--- config.mk ---
export PLATFORM = sky130hd
export DESIGN_NAME = vram_dma_chunk_splitter
export DESIGN_NICKNAME = d
export VERILOG_FILES = /design/src/design/vdcs_pkg.sv /design/src/design/vdcs_front.sv /design/src/design/vdcs_queue.sv /design/src/design/vdcs_back.sv /design/src/design/vram_dma_chunk_splitter.sv
export VERILOG_INCLUDE_DIRS = /design/src /design/src/design
export SDC_FILE = /design/constraint.sdc
export NUM_CORES = 1
export LEC_CHECK = 0
export BUFFER_PORTS_ARGS = -buffer_cell sky130_fd_sc_hd__buf_4
export CORE_MARGIN = 8
export CORE_UTILIZATION = 35
export CTS_CLUSTER_DIAMETER = 50
export DETAILED_ROUTE_END_ITERATION = 12
export PLACE_DENSITY = 0.5
export SYNTH_ARGS = -nofsm -noshare
export SYNTH_HDL_FRONTEND = slang
export SYNTH_SLANG_ARGS = --single-unit
--- constraint.sdc ---
create_clock -name clk -period 7.3 [get_ports clk]
set_clock_uncertainty 0.05 [all_clocks]
set_input_delay 1.095 -clock clk [delete_from_list [all_inputs] [get_ports clk]]
set_output_delay 1.095 -clock clk [all_outputs]
set_load 0.01 [all_outputs]
--- src/design/vram_dma_chunk_splitter_assert.svh ---
// Assertion macros for the VRAM DMA chunk splitter.
// Used by the top level only; no other dependencies.
`ifndef VRAM_DMA_CHUNK_SPLITTER_ASSERT_SVH
`define VRAM_DMA_CHUNK_SPLITTER_ASSERT_SVH

// A condition that holds at every clock edge outside reset.
`define VDCS_ASSERT_ALWAYS(label, clk, rst_n, cond) \
  label: assert property (@(posedge clk) disable iff (!rst_n) (cond)) \
    else $error("vdcs: invariant violated");

// A condition that follows from another in the same cycle.
`define VDCS_ASSERT_IMPLY(label, clk, rst_n, ante, cons) \
  label: assert property (@(posedge clk) disable iff (!rst_n) (ante) |-> (cons)) \
    else $error("vdcs: implication violated");

`endif

--- src/design/vdcs_pkg.sv ---
// Package for the VRAM DMA chunk splitter: widths, codes and item types.
// Used by every module of the block; depends on nothing.
`timescale 1ns / 1ps

package vdcs_pkg;

  localparam int unsigned ADDR_W    = 16;
  localparam int unsigned COUNT_W   = 12;
  localparam int unsigned CMD_W     = 2;
  localparam int unsigned MODE_W    = 2;
  localparam int unsigned ACT_W     = 2;
  localparam int unsigned ROW_W     = 6;
  localparam int unsigned BIT_W     = 8;
  localparam int unsigned CFG_IDX_W = 1;

  localparam int unsigned QUEUE_DEPTH = 2;
  localparam int unsigned QPTR_W      = 1;
  localparam int unsigned QCNT_W      = 2;

  localparam logic [COUNT_W-1:0] MAX_COUNT  = 12'd2048;
  localparam logic [ADDR_W-1:0]  DEST_BASE  = 16'h8000;
  localparam logic [ADDR_W-1:0]  MAP_BASE   = 16'h9800;

  localparam logic [CMD_W-1:0] CMD_LOAD_SRC = 2'd0;
  localparam logic [CMD_W-1:0] CMD_LOAD_DST = 2'd1;
  localparam logic [CMD_W-1:0] CMD_XFER     = 2'd2;

  localparam logic [MODE_W-1:0] MODE_NO_COPY = 2'd1;
  localparam logic [MODE_W-1:0] MODE_PACKET  = 2'd2;

  localparam logic [CFG_IDX_W-1:0] CFG_DMA_MODE    = 1'b0;
  localparam logic [CFG_IDX_W-1:0] CFG_PACKET_BASE = 1'b1;

  typedef enum logic [ACT_W-1:0] {
    ACT_NONE   = 2'd0,
    ACT_TILE   = 2'd1,
    ACT_MAP    = 2'd2,
    ACT_FINISH = 2'd3
  } action_t;

  typedef enum logic [1:0] {
    OP_LOAD_SRC,
    OP_LOAD_DST,
    OP_XFER
  } op_t;

  typedef enum logic [1:0] {
    B_IDLE,
    B_SRC,
    B_DST
  } back_state_t;

  typedef struct packed {
    logic [CMD_W-1:0]   command;
    logic [ADDR_W-1:0]  new_source;
    logic [ADDR_W-1:0]  new_dest;
    logic [COUNT_W-1:0] byte_count;
  } in_item_t;

  typedef struct packed {
    logic [ADDR_W-1:0]  chunk_source;
    logic [ADDR_W-1:0]  chunk_dest;
    logic [COUNT_W-1:0] chunk_count;
    logic [ACT_W-1:0]   action;
    logic [ROW_W-1:0]   map_row;
    logic [BIT_W-1:0]   dirty_first_bit;
    logic [BIT_W-1:0]   dirty_end_bit;
    logic               last_chunk;
  } out_item_t;

  typedef struct packed {
    op_t                op;
    logic [ADDR_W-1:0]  addr;
    logic [COUNT_W-1:0] count;
  } op_item_t;

  typedef struct packed {
    logic     valid;
    op_item_t item;
  } push_t;

  typedef struct packed {
    logic full;
    logic empty;
  } q_stat_t;

  typedef struct packed {
    logic [MODE_W-1:0] dma_mode;
    logic [ADDR_W-1:0] packet_base_addr;
  } cfg_t;

  typedef struct packed {
    logic               busy;
    logic [COUNT_W-1:0] left;
  } back_stat_t;

endpackage

--- src/design/vdcs_front.sv ---
// Front end of the chunk splitter: decodes commands into queue operations.
// Depends on vdcs_pkg.
`timescale 1ns / 1ps

module vdcs_front (
  input  logic              in_valid,
  output logic              in_stall,
  input  vdcs_pkg::in_item_t in_item,
  input  vdcs_pkg::q_stat_t q_stat,
  output vdcs_pkg::push_t   push
);

  logic                          take;
  logic [vdcs_pkg::COUNT_W-1:0]  sat_count;

  assign in_stall  = q_stat.full;
  assign take      = in_valid && !q_stat.full;
  assign sat_count = (in_item.byte_count > vdcs_pkg::MAX_COUNT) ?
                     vdcs_pkg::MAX_COUNT : in_item.byte_count;

  // Unknown commands and empty transfers are consumed without a queue entry.
  always_comb begin
    push.valid      = 1'b0;
    push.item.op    = vdcs_pkg::OP_XFER;
    push.item.addr  = in_item.new_source;
    push.item.count = sat_count;
    case (in_item.command)
      vdcs_pkg::CMD_LOAD_SRC: begin
        push.valid   = take;
        push.item.op = vdcs_pkg::OP_LOAD_SRC;
      end
      vdcs_pkg::CMD_LOAD_DST: begin
        push.valid     = take;
        push.item.op   = vdcs_pkg::OP_LOAD_DST;
        push.item.addr = {3'b100, in_item.new_dest[12:0]};
      end
      vdcs_pkg::CMD_XFER: begin
        push.valid = take && (in_item.byte_count != '0);
      end
      default: begin
        push.valid = 1'b0;
      end
    endcase
  end

endmodule

--- src/design/vdcs_queue.sv ---
// Short register queue between the front and back ends of the splitter.
// Depends on vdcs_pkg.
`timescale 1ns / 1ps

module vdcs_queue (
  input  logic               clk,
  input  logic               rst_n,
  input  vdcs_pkg::push_t    push,
  input  logic               pop,
  output vdcs_pkg::op_item_t q_item,
  output vdcs_pkg::q_stat_t  q_stat
);

  vdcs_pkg::op_item_t              mem_r [vdcs_pkg::QUEUE_DEPTH];
  logic [vdcs_pkg::QPTR_W-1:0]     wr_ptr_r, wr_ptr_nxt;
  logic [vdcs_pkg::QPTR_W-1:0]     rd_ptr_r, rd_ptr_nxt;
  logic [vdcs_pkg::QCNT_W-1:0]     cnt_r, cnt_nxt;

  localparam logic [vdcs_pkg::QPTR_W-1:0] LAST_PTR =
    vdcs_pkg::QPTR_W'(vdcs_pkg::QUEUE_DEPTH - 1);
  localparam logic [vdcs_pkg::QCNT_W-1:0] FULL_CNT =
    vdcs_pkg::QCNT_W'(vdcs_pkg::QUEUE_DEPTH);

  assign q_item       = mem_r[rd_ptr_r];
  assign q_stat.full  = (cnt_r == FULL_CNT);
  assign q_stat.empty = (cnt_r == '0);

  always_comb begin
    wr_ptr_nxt = wr_ptr_r;
    rd_ptr_nxt = rd_ptr_r;
    cnt_nxt    = cnt_r;
    if (push.valid) begin
      wr_ptr_nxt = (wr_ptr_r == LAST_PTR) ? '0 : wr_ptr_r + 1'b1;
    end
    if (pop) begin
      rd_ptr_nxt = (rd_ptr_r == LAST_PTR) ? '0 : rd_ptr_r + 1'b1;
    end
    case ({push.valid, pop})
      2'b10:   cnt_nxt = cnt_r + 1'b1;
      2'b01:   cnt_nxt = cnt_r - 1'b1;
      default: cnt_nxt = cnt_r;
    endcase
  end

  always_ff @(posedge clk) begin
    if (!rst_n) begin
      wr_ptr_r <= '0;
      rd_ptr_r <= '0;
      cnt_r    <= '0;
    end else begin
      wr_ptr_r <= wr_ptr_nxt;
      rd_ptr_r <= rd_ptr_nxt;
      cnt_r    <= cnt_nxt;
    end
  end

  always_ff @(posedge clk) begin
    if (push.valid) begin
      mem_r[wr_ptr_r] <= push.item;
    end
  end

endmodule

--- src/design/vdcs_back.sv ---
// Back end of the chunk splitter: owns the pointers and emits one chunk
// at a time through an output register. Depends on vdcs_pkg.
`timescale 1ns / 1ps

module vdcs_back (
  input  logic                 clk,
  input  logic                 rst_n,
  input  vdcs_pkg::cfg_t       cfg,
  input  vdcs_pkg::op_item_t   q_item,
  input  vdcs_pkg::q_stat_t    q_stat,
  output logic                 pop,
  output logic                 out_valid,
  input  logic                 out_stall,
  output vdcs_pkg::out_item_t  out_item,
  output vdcs_pkg::back_stat_t stat
);

  localparam int unsigned AW = vdcs_pkg::ADDR_W;
  localparam int unsigned CW = vdcs_pkg::COUNT_W;

  vdcs_pkg::back_state_t state_r, state_nxt;
  logic [AW-1:0]         src_ptr_r, src_ptr_nxt;
  logic [AW-1:0]         dst_ptr_r, dst_ptr_nxt;
  logic [CW-1:0]         left_r, left_nxt;
  logic [CW-1:0]         cnt1_r, cnt1_nxt;
  logic                  out_valid_r, out_valid_nxt;
  vdcs_pkg::out_item_t   out_item_r, out_item_nxt;

  logic                  out_free;
  logic                  emit;

  // Source side limit.
  logic [AW:0]           send, slast, sblk, seblk;
  logic [CW-1:0]         src_cnt;

  // Destination side limit and chunk fields.
  logic [AW-1:0]         dend, dlast, dblk, deblk, dend_sel, map_off;
  logic                  dclip;
  logic [CW-1:0]         cnt, new_left;
  logic [14:0]           end_off;
  logic [15:0]           end_sum;
  logic [12:0]           etile_p1;
  vdcs_pkg::action_t     act;
  vdcs_pkg::out_item_t   chunk;

  assign out_free = !out_valid_r || !out_stall;

  always_comb begin
    send  = {1'b0, src_ptr_r} + {{(AW + 1 - CW){1'b0}}, left_r};
    slast = send - 1'b1;
    if (src_ptr_r[AW-1]) begin
      sblk  = {1'b0, src_ptr_r & 16'hF000};
      seblk = slast & 17'h1F000;
    end else begin
      sblk  = {1'b0, src_ptr_r & 16'hC000};
      seblk = slast & 17'h1C000;
    end
    src_cnt = (seblk != sblk) ? CW'(seblk - {1'b0, src_ptr_r}) : left_r;
  end

  always_comb begin
    dend     = dst_ptr_r + {{(AW - CW){1'b0}}, cnt1_r};
    dlast    = dend - 1'b1;
    dblk     = dst_ptr_r & 16'hF800;
    deblk    = dlast & 16'hF800;
    dclip    = (deblk != dblk);
    cnt      = dclip ? CW'(deblk - dst_ptr_r) : cnt1_r;
    dend_sel = dclip ? deblk : dend;
    new_left = left_r - cnt;
    map_off  = dst_ptr_r - vdcs_pkg::MAP_BASE;
    end_off  = dend_sel[14:0];
    end_sum  = {1'b0, end_off} + 16'd15;
    etile_p1 = {1'b0, end_sum[15:4]} + 13'd1;

    if (cfg.dma_mode == vdcs_pkg::MODE_NO_COPY) begin
      act = vdcs_pkg::ACT_NONE;
    end else if (cfg.dma_mode == vdcs_pkg::MODE_PACKET && dst_ptr_r == vdcs_pkg::DEST_BASE &&
                 src_ptr_r == cfg.packet_base_addr) begin
      act = vdcs_pkg::ACT_FINISH;
    end else if (dst_ptr_r >= vdcs_pkg::MAP_BASE) begin
      act = vdcs_pkg::ACT_MAP;
    end else begin
      act = vdcs_pkg::ACT_TILE;
    end

    chunk.chunk_source    = src_ptr_r;
    chunk.chunk_dest      = dst_ptr_r;
    chunk.chunk_count     = cnt;
    chunk.action          = act;
    chunk.map_row         = (act == vdcs_pkg::ACT_MAP) ? map_off[10:5] : '0;
    chunk.dirty_first_bit = (act == vdcs_pkg::ACT_TILE) ? dst_ptr_r[12:5] : '0;
    chunk.dirty_end_bit   = (act == vdcs_pkg::ACT_TILE) ? etile_p1[8:1] : '0;
    chunk.last_chunk      = (new_left == '0);
  end

  always_comb begin
    state_nxt = state_r;
    case (state_r)
      vdcs_pkg::B_IDLE: begin
        if (!q_stat.empty && q_item.op == vdcs_pkg::OP_XFER) begin
          state_nxt = vdcs_pkg::B_SRC;
        end
      end
      vdcs_pkg::B_SRC: begin
        state_nxt = vdcs_pkg::B_DST;
      end
      vdcs_pkg::B_DST: begin
        if (out_free) begin
          state_nxt = (new_left == '0) ? vdcs_pkg::B_IDLE : vdcs_pkg::B_SRC;
        end
      end
      default: begin
        state_nxt = vdcs_pkg::B_IDLE;
      end
    endcase
  end

  always_comb begin
    pop  = 1'b0;
    emit = 1'b0;
    case (state_r)
      vdcs_pkg::B_IDLE: pop  = !q_stat.empty;
      vdcs_pkg::B_DST:  emit = out_free;
      default: begin
        pop  = 1'b0;
        emit = 1'b0;
      end
    endcase
  end

  always_comb begin
    src_ptr_nxt   = src_ptr_r;
    dst_ptr_nxt   = dst_ptr_r;
    left_nxt      = left_r;
    cnt1_nxt      = cnt1_r;
    out_valid_nxt = out_valid_r && out_stall;
    out_item_nxt  = out_item_r;
    if (pop) begin
      case (q_item.op)
        vdcs_pkg::OP_LOAD_SRC: src_ptr_nxt = q_item.addr;
        vdcs_pkg::OP_LOAD_DST: dst_ptr_nxt = q_item.addr;
        vdcs_pkg::OP_XFER:     left_nxt    = q_item.count;
        default:               left_nxt    = left_r;
      endcase
    end
    if (state_r == vdcs_pkg::B_SRC) begin
      cnt1_nxt = src_cnt;
    end
    if (emit) begin
      src_ptr_nxt   = src_ptr_r + {{(AW - CW){1'b0}}, cnt};
      dst_ptr_nxt   = {3'b100, dend_sel[12:0]};
      left_nxt      = new_left;
      out_valid_nxt = 1'b1;
      out_item_nxt  = chunk;
    end
  end

  always_ff @(posedge clk) begin
    if (!rst_n) begin
      state_r     <= vdcs_pkg::B_IDLE;
      src_ptr_r   <= '0;
      dst_ptr_r   <= vdcs_pkg::DEST_BASE;
      left_r      <= '0;
      out_valid_r <= 1'b0;
    end else begin
      state_r     <= state_nxt;
      src_ptr_r   <= src_ptr_nxt;
      dst_ptr_r   <= dst_ptr_nxt;
      left_r      <= left_nxt;
      out_valid_r <= out_valid_nxt;
    end
  end

  always_ff @(posedge clk) begin
    cnt1_r     <= cnt1_nxt;
    out_item_r <= out_item_nxt;
  end

  assign out_valid = out_valid_r;
  assign out_item  = out_item_r;
  assign stat.busy = (state_r != vdcs_pkg::B_IDLE);
  assign stat.left = left_r;

endmodule

--- src/design/vram_dma_chunk_splitter.sv ---
// Top level of the VRAM DMA chunk splitter: configuration registers,
// front end, command queue and back end. Depends on vdcs_pkg, vdcs_front,
// vdcs_queue, vdcs_back and vram_dma_chunk_splitter_assert.svh.
//
//   channel | direction | handshake          | payload
//   in_     | input     | in_valid/in_stall   | in_item (command, pointers, count)
//   out_    | output    | out_valid/out_stall | out_item (one chunk)
//   cfg_    | input     | cfg_we              | cfg_index, cfg_wdata
//
// A load leaves the queue and updates its pointer as it is popped. A transfer leaves
// the queue and is then split into chunks, each by a source split and then a
// destination split, so one transfer gives at most three chunks.
// The two-entry queue lets the front take items while the back end works.
// Reset is synchronous: pointers go to source 0 and destination 0x8000.
// A stalled chunk holds in the output register and the back end waits.
`timescale 1ns / 1ps

`include "vram_dma_chunk_splitter_assert.svh"

module vram_dma_chunk_splitter (
  input  logic                             clk,
  input  logic                             rst_n,
  input  logic                             in_valid,
  output logic                             in_stall,
  input  vdcs_pkg::in_item_t               in_item,
  output logic                             out_valid,
  input  logic                             out_stall,
  output vdcs_pkg::out_item_t              out_item,
  input  logic                             cfg_we,
  input  logic [vdcs_pkg::CFG_IDX_W-1:0]   cfg_index,
  input  logic [vdcs_pkg::ADDR_W-1:0]      cfg_wdata
);

  vdcs_pkg::cfg_t       cfg_r, cfg_nxt;
  vdcs_pkg::push_t      push;
  vdcs_pkg::q_stat_t    q_stat;
  vdcs_pkg::op_item_t   q_item;
  vdcs_pkg::back_stat_t back_stat;
  logic                 pop;

  always_comb begin
    cfg_nxt = cfg_r;
    if (cfg_we) begin
      case (cfg_index)
        vdcs_pkg::CFG_DMA_MODE:    cfg_nxt.dma_mode = cfg_wdata[vdcs_pkg::MODE_W-1:0];
        vdcs_pkg::CFG_PACKET_BASE: cfg_nxt.packet_base_addr = cfg_wdata;
        default:                   cfg_nxt = cfg_r;
      endcase
    end
  end

  always_ff @(posedge clk) begin
    if (!rst_n) begin
      cfg_r <= '0;
    end else begin
      cfg_r <= cfg_nxt;
    end
  end

  vdcs_front u_front (
    .in_valid (in_valid),
    .in_stall (in_stall),
    .in_item  (in_item),
    .q_stat   (q_stat),
    .push     (push)
  );

  vdcs_queue u_queue (
    .clk    (clk),
    .rst_n  (rst_n),
    .push   (push),
    .pop    (pop),
    .q_item (q_item),
    .q_stat (q_stat)
  );

  vdcs_back u_back (
    .clk       (clk),
    .rst_n     (rst_n),
    .cfg       (cfg_r),
    .q_item    (q_item),
    .q_stat    (q_stat),
    .pop       (pop),
    .out_valid (out_valid),
    .out_stall (out_stall),
    .out_item  (out_item),
    .stat      (back_stat)
  );

  `VDCS_ASSERT_IMPLY(a_dest_window, clk, rst_n, out_valid, out_item.chunk_dest[15:13] == 3'b100)
  `VDCS_ASSERT_IMPLY(a_dirty_order, clk, rst_n, out_valid && out_item.action == vdcs_pkg::ACT_TILE, out_item.dirty_first_bit < out_item.dirty_end_bit)
  `VDCS_ASSERT_IMPLY(a_idle_drained, clk, rst_n, !back_stat.busy, back_stat.left == '0)
  `VDCS_ASSERT_ALWAYS(a_left_bound, clk, rst_n, back_stat.left <= vdcs_pkg::MAX_COUNT)

endmodule
Word level (Yosys, flattened, before mapping) --
Memory sizes are Yosys's and may differ from the RTL's. A register that Yosys moved wholly into a read port is not among the register bits. Index checks and enable logic that the tools add are counted.
Storage, ports and cells: word-level logic and storage cells 125, output and inout bits 71, memories 1, input port bits 68, RAM bits 60, register bits after elaboration 150
Memories:
- u_queue.mem_r | words 2, width 30, read ports 1, clocked after Yosys merged registers in 1, wr ports 1, RTL line vdcs_queue.sv:14 | vdcs_pkg::op_item_t mem_r [vdcs_pkg::QUEUE_DEPTH];
Operators by class: reduce and logical (&&, ||, !) cells 31, bitwise gates (word level) 2, add/sub/neg operators 15, order comparisons 2, muxes and demuxes 35, equal/unequal tests 19
Operators with widths (number):
- $mux 16 | 5
- $mux 12 | 6
- $mux 13 | 4
- $sub 12x12->12 | 3
- $add 16x12->16 | 2
- $add 16x12->17 | 1
- $ne 17x16->1 | 1
- $sub 17x1->17 const B | 1
- $eq 16x16->1 | 1
- $eq 16x16->1 const B | 1
- $ge 16x16->1 const B | 1
- $sub 16x1->16 const B | 1
- $eq 2x2->1 const B | 7
- $mux 14 | 1
- $reduce_and 2->1 | 7
- $add 13x4->13 const B | 1
- $eq 2x1->1 const B | 6
- $gt 12x12->1 const B | 1
- $logic_not 12->1 | 1
- $reduce_bool 12->1 | 1
- $sub 11x1->11 const B | 1
- $mux 1 | 10
- $mux 2 | 5
- $reduce_bool 2->1 | 5
- 15 further kinds | 31

Logic depth before layout (Yosys ltp) --
word-level depth 9, depth in mapped cells 31, depth with buffers taken out 29

By module --
From an unflattened synthesis, not the netlist that was laid out.
Second synthesis, totals: cell total of the unflattened synthesis 1121, area, all modules 12061.6 um2
By module, submodules not included:
- vdcs_back | instances 1, cells an instance 884, seq. area each 3373.2 um2, area an instance 8588.2 um2
- vdcs_queue | instances 1, cells an instance 115, seq. area each 1901.8 um2, area an instance 2371.0 um2
- vram_dma_chunk_splitter | instances 1, cells an instance 80, seq. area each 360.3 um2, area an instance 733.2 um2
- vdcs_front | instances 1, cells an instance 42, seq. area each 0.0 um2, area an instance 369.1 um2

Worst setup path before layout --
No wires, ideal clock.
kind reg2reg, from reg u_back.cnt1_r[0], to reg u_back.out_item_r (netlist bit u_back.out_item[0]), data pin, path buffers 2, path slack 866 ps, setup time 171 ps, data arrival time 6214 ps, clock period less this slack 6434 ps, required time 7079 ps, cell stages (with the launch flop) 28, path through edfxtp_1 ha_1 fa_1 a21o_1 a221oi_2 o221a_2 xnor2_1 or4_4 nand4b_1 and2_1 nand2_1 clkbuf_1 buf_1 nand2_1 nand2_1 inv_1 ha_1 a21o_1 nand2_1 nand2_1 o221ai_2 maj3_2 nand3_1 a31oi_1 o31ai_2 xnor2_1 or4_1 nor4_2
RTL lines:
- start, declared | RTL line vdcs_back.sv:25 | logic [CW-1:0] cnt1_r, cnt1_nxt;
- start signal, assigned | RTL line vdcs_back.sv:175 | cnt1_r <= cnt1_nxt;
- end signal, assigned | RTL line vdcs_back.sv:176 | out_item_r <= out_item_nxt;
- end, declared | RTL line vdcs_back.sv:27 | vdcs_pkg::out_item_t out_item_r, out_item_nxt;

==> results.rst <==
.. list-table::
   :header-rows: 1

   * - Metric
     - Value
   * - Run status
     - finished clean
   * - Total routed wirelength
     - 31.3 mm
   * - Critical path endpoint category
     - flop
   * - Power density cells
     - 447 nW/um2
   * - Starting density of the core
     - 35.2%
   * - CP max-delay cell
     - sky130_fd_sc_hd__or4_4
   * - Net count after synthesis
     - 1259
   * - Slew headroom
     - 39.3%
   * - Placed inst area
     - 13300 um2
   * - Antenna violations before repair
     - 0
   * - Final design instance area without fill
     - 14300 um2
   * - Dominant cell type by count on the critical path
     - sky130_fd_sc_hd__nand2_1
   * - Flip-flop and latch count after synthesis
     - 211
   * - Die extent in x
     - 199 um
   * - Unrepaired setup endpoints after global routing
     - false
   * - Total die area
     - 39600 um2
   * - Total negative setup slack
     - 0 ps
   * - Synthesis warning total
     - 0
   * - Max Cap Viol
     - 0
   * - GR Overflow Total
     - 0
   * - Number of instances in the synthesized netlist
     - 1127
   * - Post-synthesis instance area
     - 11700 um2
   * - Wire per inst
     - 18.0 um
   * - Final period util
     - 93.0%
   * - Number of hold buffers added after CTS
     - 0
   * - Top-area cell type share of the netlist area
     - 36.1%
   * - Clock root buffer
     - sky130_fd_sc_hd__clkbuf_16
   * - Fraction of met2 tracks used by global routing
     - 25.9%
   * - Iter 0 DRT Violations
     - 350
   * - Residual DRC count
     - 0
   * - First-pass GRT wire length
     - 49.1 mm
   * - Layout Nets
     - 1395
   * - Cell taking the most area after synthesis
     - sky130_fd_sc_hd__edfxtp_1
   * - Final count of negative-setup-slack endpoints
     - 0
   * - Arr. time, crit path
     - 7100 ps
   * - Share of cells above drive strength 1
     - 19.4%
   * - Required time reported for the critical path endpoint
     - 7620 ps
   * - Hold path startpoint
     - cfg_r[7]$_SDFFE_PN0P_
   * - Cell row count
     - 67
   * - Number of setup buffers added after CTS
     - 0
   * - Grt peak-use layer
     - met2
   * - Leakage dissipation
     - 5.51 nW
   * - Worst-Skew Late Latency
     - 560 ps
   * - Critical path start-end classification
     - reg2reg
   * - Launching element type of the critical path
     - flop
   * - Number of enable-type register cells in the synthesized netlist
     - 141
   * - H-tree Lvls
     - 1
   * - Worst-case clock buffer depth
     - 3
   * - Clock transition at the registers of the reported paths
     - 60 ps
   * - Detailed-route via count
     - 8500
   * - Quantity of I/O buffers inserted on ports
     - 135
   * - Height of the die
     - 199 um
   * - Final weighted congestion of routability-driven global placement
     - 0.850
   * - Synthesized area per cell
     - 10.4 um2
   * - Peak VDD IR
     - 0.241 mV
   * - FF-to-FF Start
     - u_back.cnt1_r[0]$_DFFE_PN_
   * - ANT cells
     - 0
   * - Tmin final
     - 6790 ps
   * - Worst slack, placed
     - 428 ps
   * - Area of the core
     - 33300 um2
   * - Critical path launch point
     - u_back.cnt1_r[0]$_DFFE_PN_
   * - Total routing usage reported by global routing
     - 15.8%
   * - Post-CTS Resized
     - 0
   * - Part of the Yosys area used for sequential elements
     - 48.1%
   * - Inserted Clock Buffers
     - 30
   * - Maximum net fanout on the critical path
     - 15
   * - Class of the tightest hold or removal check
     - reg2reg
   * - Area Growth Syn to Fin
     - 21.7%
   * - Final core utilization
     - 42.9%
   * - Timing-limited maximum frequency
     - 147 MHz
   * - GRT met1 Usage
     - 21.5%
   * - Leading cell type in the layout, fill and taps excluded
     - sky130_fd_sc_hd__buf_4
   * - Vias per Instance
     - 4.90
   * - Global routing met3 resource utilization
     - 2.50%
   * - Number of distinct library cell variants in the gate-level netlist after synthesis
     - 80
   * - Pin count of the biggest net entering global routing
     - 79
   * - Most used cells in the layout excluding fill and tap cells
     - sky130_fd_sc_hd__buf_4 (153), sky130_fd_sc_hd__edfxtp_1 (141), sky130_fd_sc_hd__nand2_1 (103)
   * - Top cells by area in the synthesized netlist
     - sky130_fd_sc_hd__edfxtp_1 (36%), sky130_fd_sc_hd__dfxtp_1 (12%), sky130_fd_sc_hd__ha_1 (6.5%), sky130_fd_sc_hd__xnor2_1 (5.5%), sky130_fd_sc_hd__mux2i_1 (3.5%)
   * - Share of async-settable or async-resettable flops after synthesis
     - 0%
   * - Worst hold margin
     - 426 ps
   * - DRT Pass-1 Iters
     - 4
   * - Clock Sink Count
     - 211
   * - Setup ws final
     - 514 ps
   * - Remaining number of nets flagged by the antenna check after routing
     - 0
   * - Total placed cells including tap cells
     - 1679
   * - Final hold violation count
     - 0
   * - Final Max Slew Viols
     - 0
   * - Top-level port count
     - 139
   * - Overall power
     - 6.38 mW
   * - Most used flip-flop cell after synthesis
     - sky130_fd_sc_hd__edfxtp_1
   * - Via count of the first global-routing pass
     - 8546
   * - Worst-margin pin slew
     - 906 ps
   * - TritonCTS clock tree
     - built
   * - Highest cell delay on the worst timing path
     - 610 ps
   * - Final non-filler cell total
     - 1735
   * - Final HPWL DP
     - 23.4 mm
## registers in the layout, summed over array words and instances (netlist names), 2 cells and up, named ones only
| name | flops |
|---|---|
| u_back.out_item | 69 |
| u_queue.mem_r | 60 |
| cfg_r | 18 |
| u_back.dst_ptr_r | 16 |
| u_back.src_ptr_r | 16 |
| u_back.cnt1_r | 12 |
| u_back.left_r | 12 |
| u_back.state_r | 2 |
| u_queue.cnt_r | 2 |
## Yosys cell counts (3+ instances only)
master,number
sky130_fd_sc_hd__nor2b_1,40
sky130_fd_sc_hd__and2_1,28
sky130_fd_sc_hd__and3_1,4
sky130_fd_sc_hd__o21a_1,10
sky130_fd_sc_hd__o211a_1,4
sky130_fd_sc_hd__a21o_1,14
sky130_fd_sc_hd__xor2_1,15
sky130_fd_sc_hd__xnor2_1,73
sky130_fd_sc_hd__or3_1,8
sky130_fd_sc_hd__nor4_1,9
sky130_fd_sc_hd__clkbuf_1,45
sky130_fd_sc_hd__nand3_1,19
sky130_fd_sc_hd__o21ai_0,20
sky130_fd_sc_hd__dfxtp_1,70
sky130_fd_sc_hd__o21bai_1,10
sky130_fd_sc_hd__nand2_1,103
sky130_fd_sc_hd__a21oi_1,44
sky130_fd_sc_hd__o211ai_1,16
sky130_fd_sc_hd__nand4b_1,3
sky130_fd_sc_hd__o21ai_1,3
sky130_fd_sc_hd__a211oi_1,24
sky130_fd_sc_hd__nand2b_1,11
sky130_fd_sc_hd__inv_1,80
sky130_fd_sc_hd__nor2_1,71
sky130_fd_sc_hd__a21boi_0,33
sky130_fd_sc_hd__mux2_2,17
sky130_fd_sc_hd__buf_1,4
sky130_fd_sc_hd__nor3_1,24
sky130_fd_sc_hd__ha_1,61
sky130_fd_sc_hd__edfxtp_1,141
sky130_fd_sc_hd__a41oi_1,4
sky130_fd_sc_hd__nand4_1,8
sky130_fd_sc_hd__mux2i_1,41
sky130_fd_sc_hd__fa_1,3
sky130_fd_sc_hd__a31oi_1,9
sky130_fd_sc_hd__o2111ai_1,4
## cells by family after synthesis
logic type,count (synthesis),synth area share [%]
and+or+nand+nor,344,14.8
xor gates and xnor gates,88,6.57
DFF,211,48.1
buffers and inverters,131,4.19
muxes,59,5.25
AOI/OAI and AO/OA,227,13.8
adders and majority gates,67,7.29
## routing by layer
| metal | up-vias | part of all wire (%) |
|---|---|---|
| met3 | 38 | 4.9 |
| met5 | - | 0 |
| met2 | 160 | 46 |
| met1 | 3986 | 47 |
| met4 | 0 | 1.7 |
| li1 | 4316 | - |
## power breakdown
part           internal (mW)  switching, mW
sequential              1.52          0.167
clock                  0.861          0.566
combinational           1.36           1.91
total                   3.74           2.64
## layout make-up
type | count | area, um2
timing repair buffer | 153 | 1150
fill | 3242 | 19000
clock inverter | 20 | 210
multi-input combinational | 785 | 5610
tap | 448 | 561
sequential | 211 | 5640
inverter | 82 | 310
clock buffer | 36 | 793
## final timing paths
kind	to	slack [ps]	cells past startpoint
max	u_back.out_item[0]$_DFFE_PP_	510	25
max reg2reg	u_back.out_item[0]$_DFFE_PP_	510	25
min	cfg_r[7]$_SDFFE_PN0P_	430	2
min reg2reg	cfg_r[7]$_SDFFE_PN0P_	430	2
## critical path: cells and delay by family, from the launching register on
kind	cells	cell delay, ps
AOI/OAI and AO/OA	8	2170
adders and majority gates	4	1190
xor gates and xnor gates	2	300
buffers and inverters	1	110
and+or+nand+nor	10	2400
DFF	1	390
(Power assumes the default switching activity.)
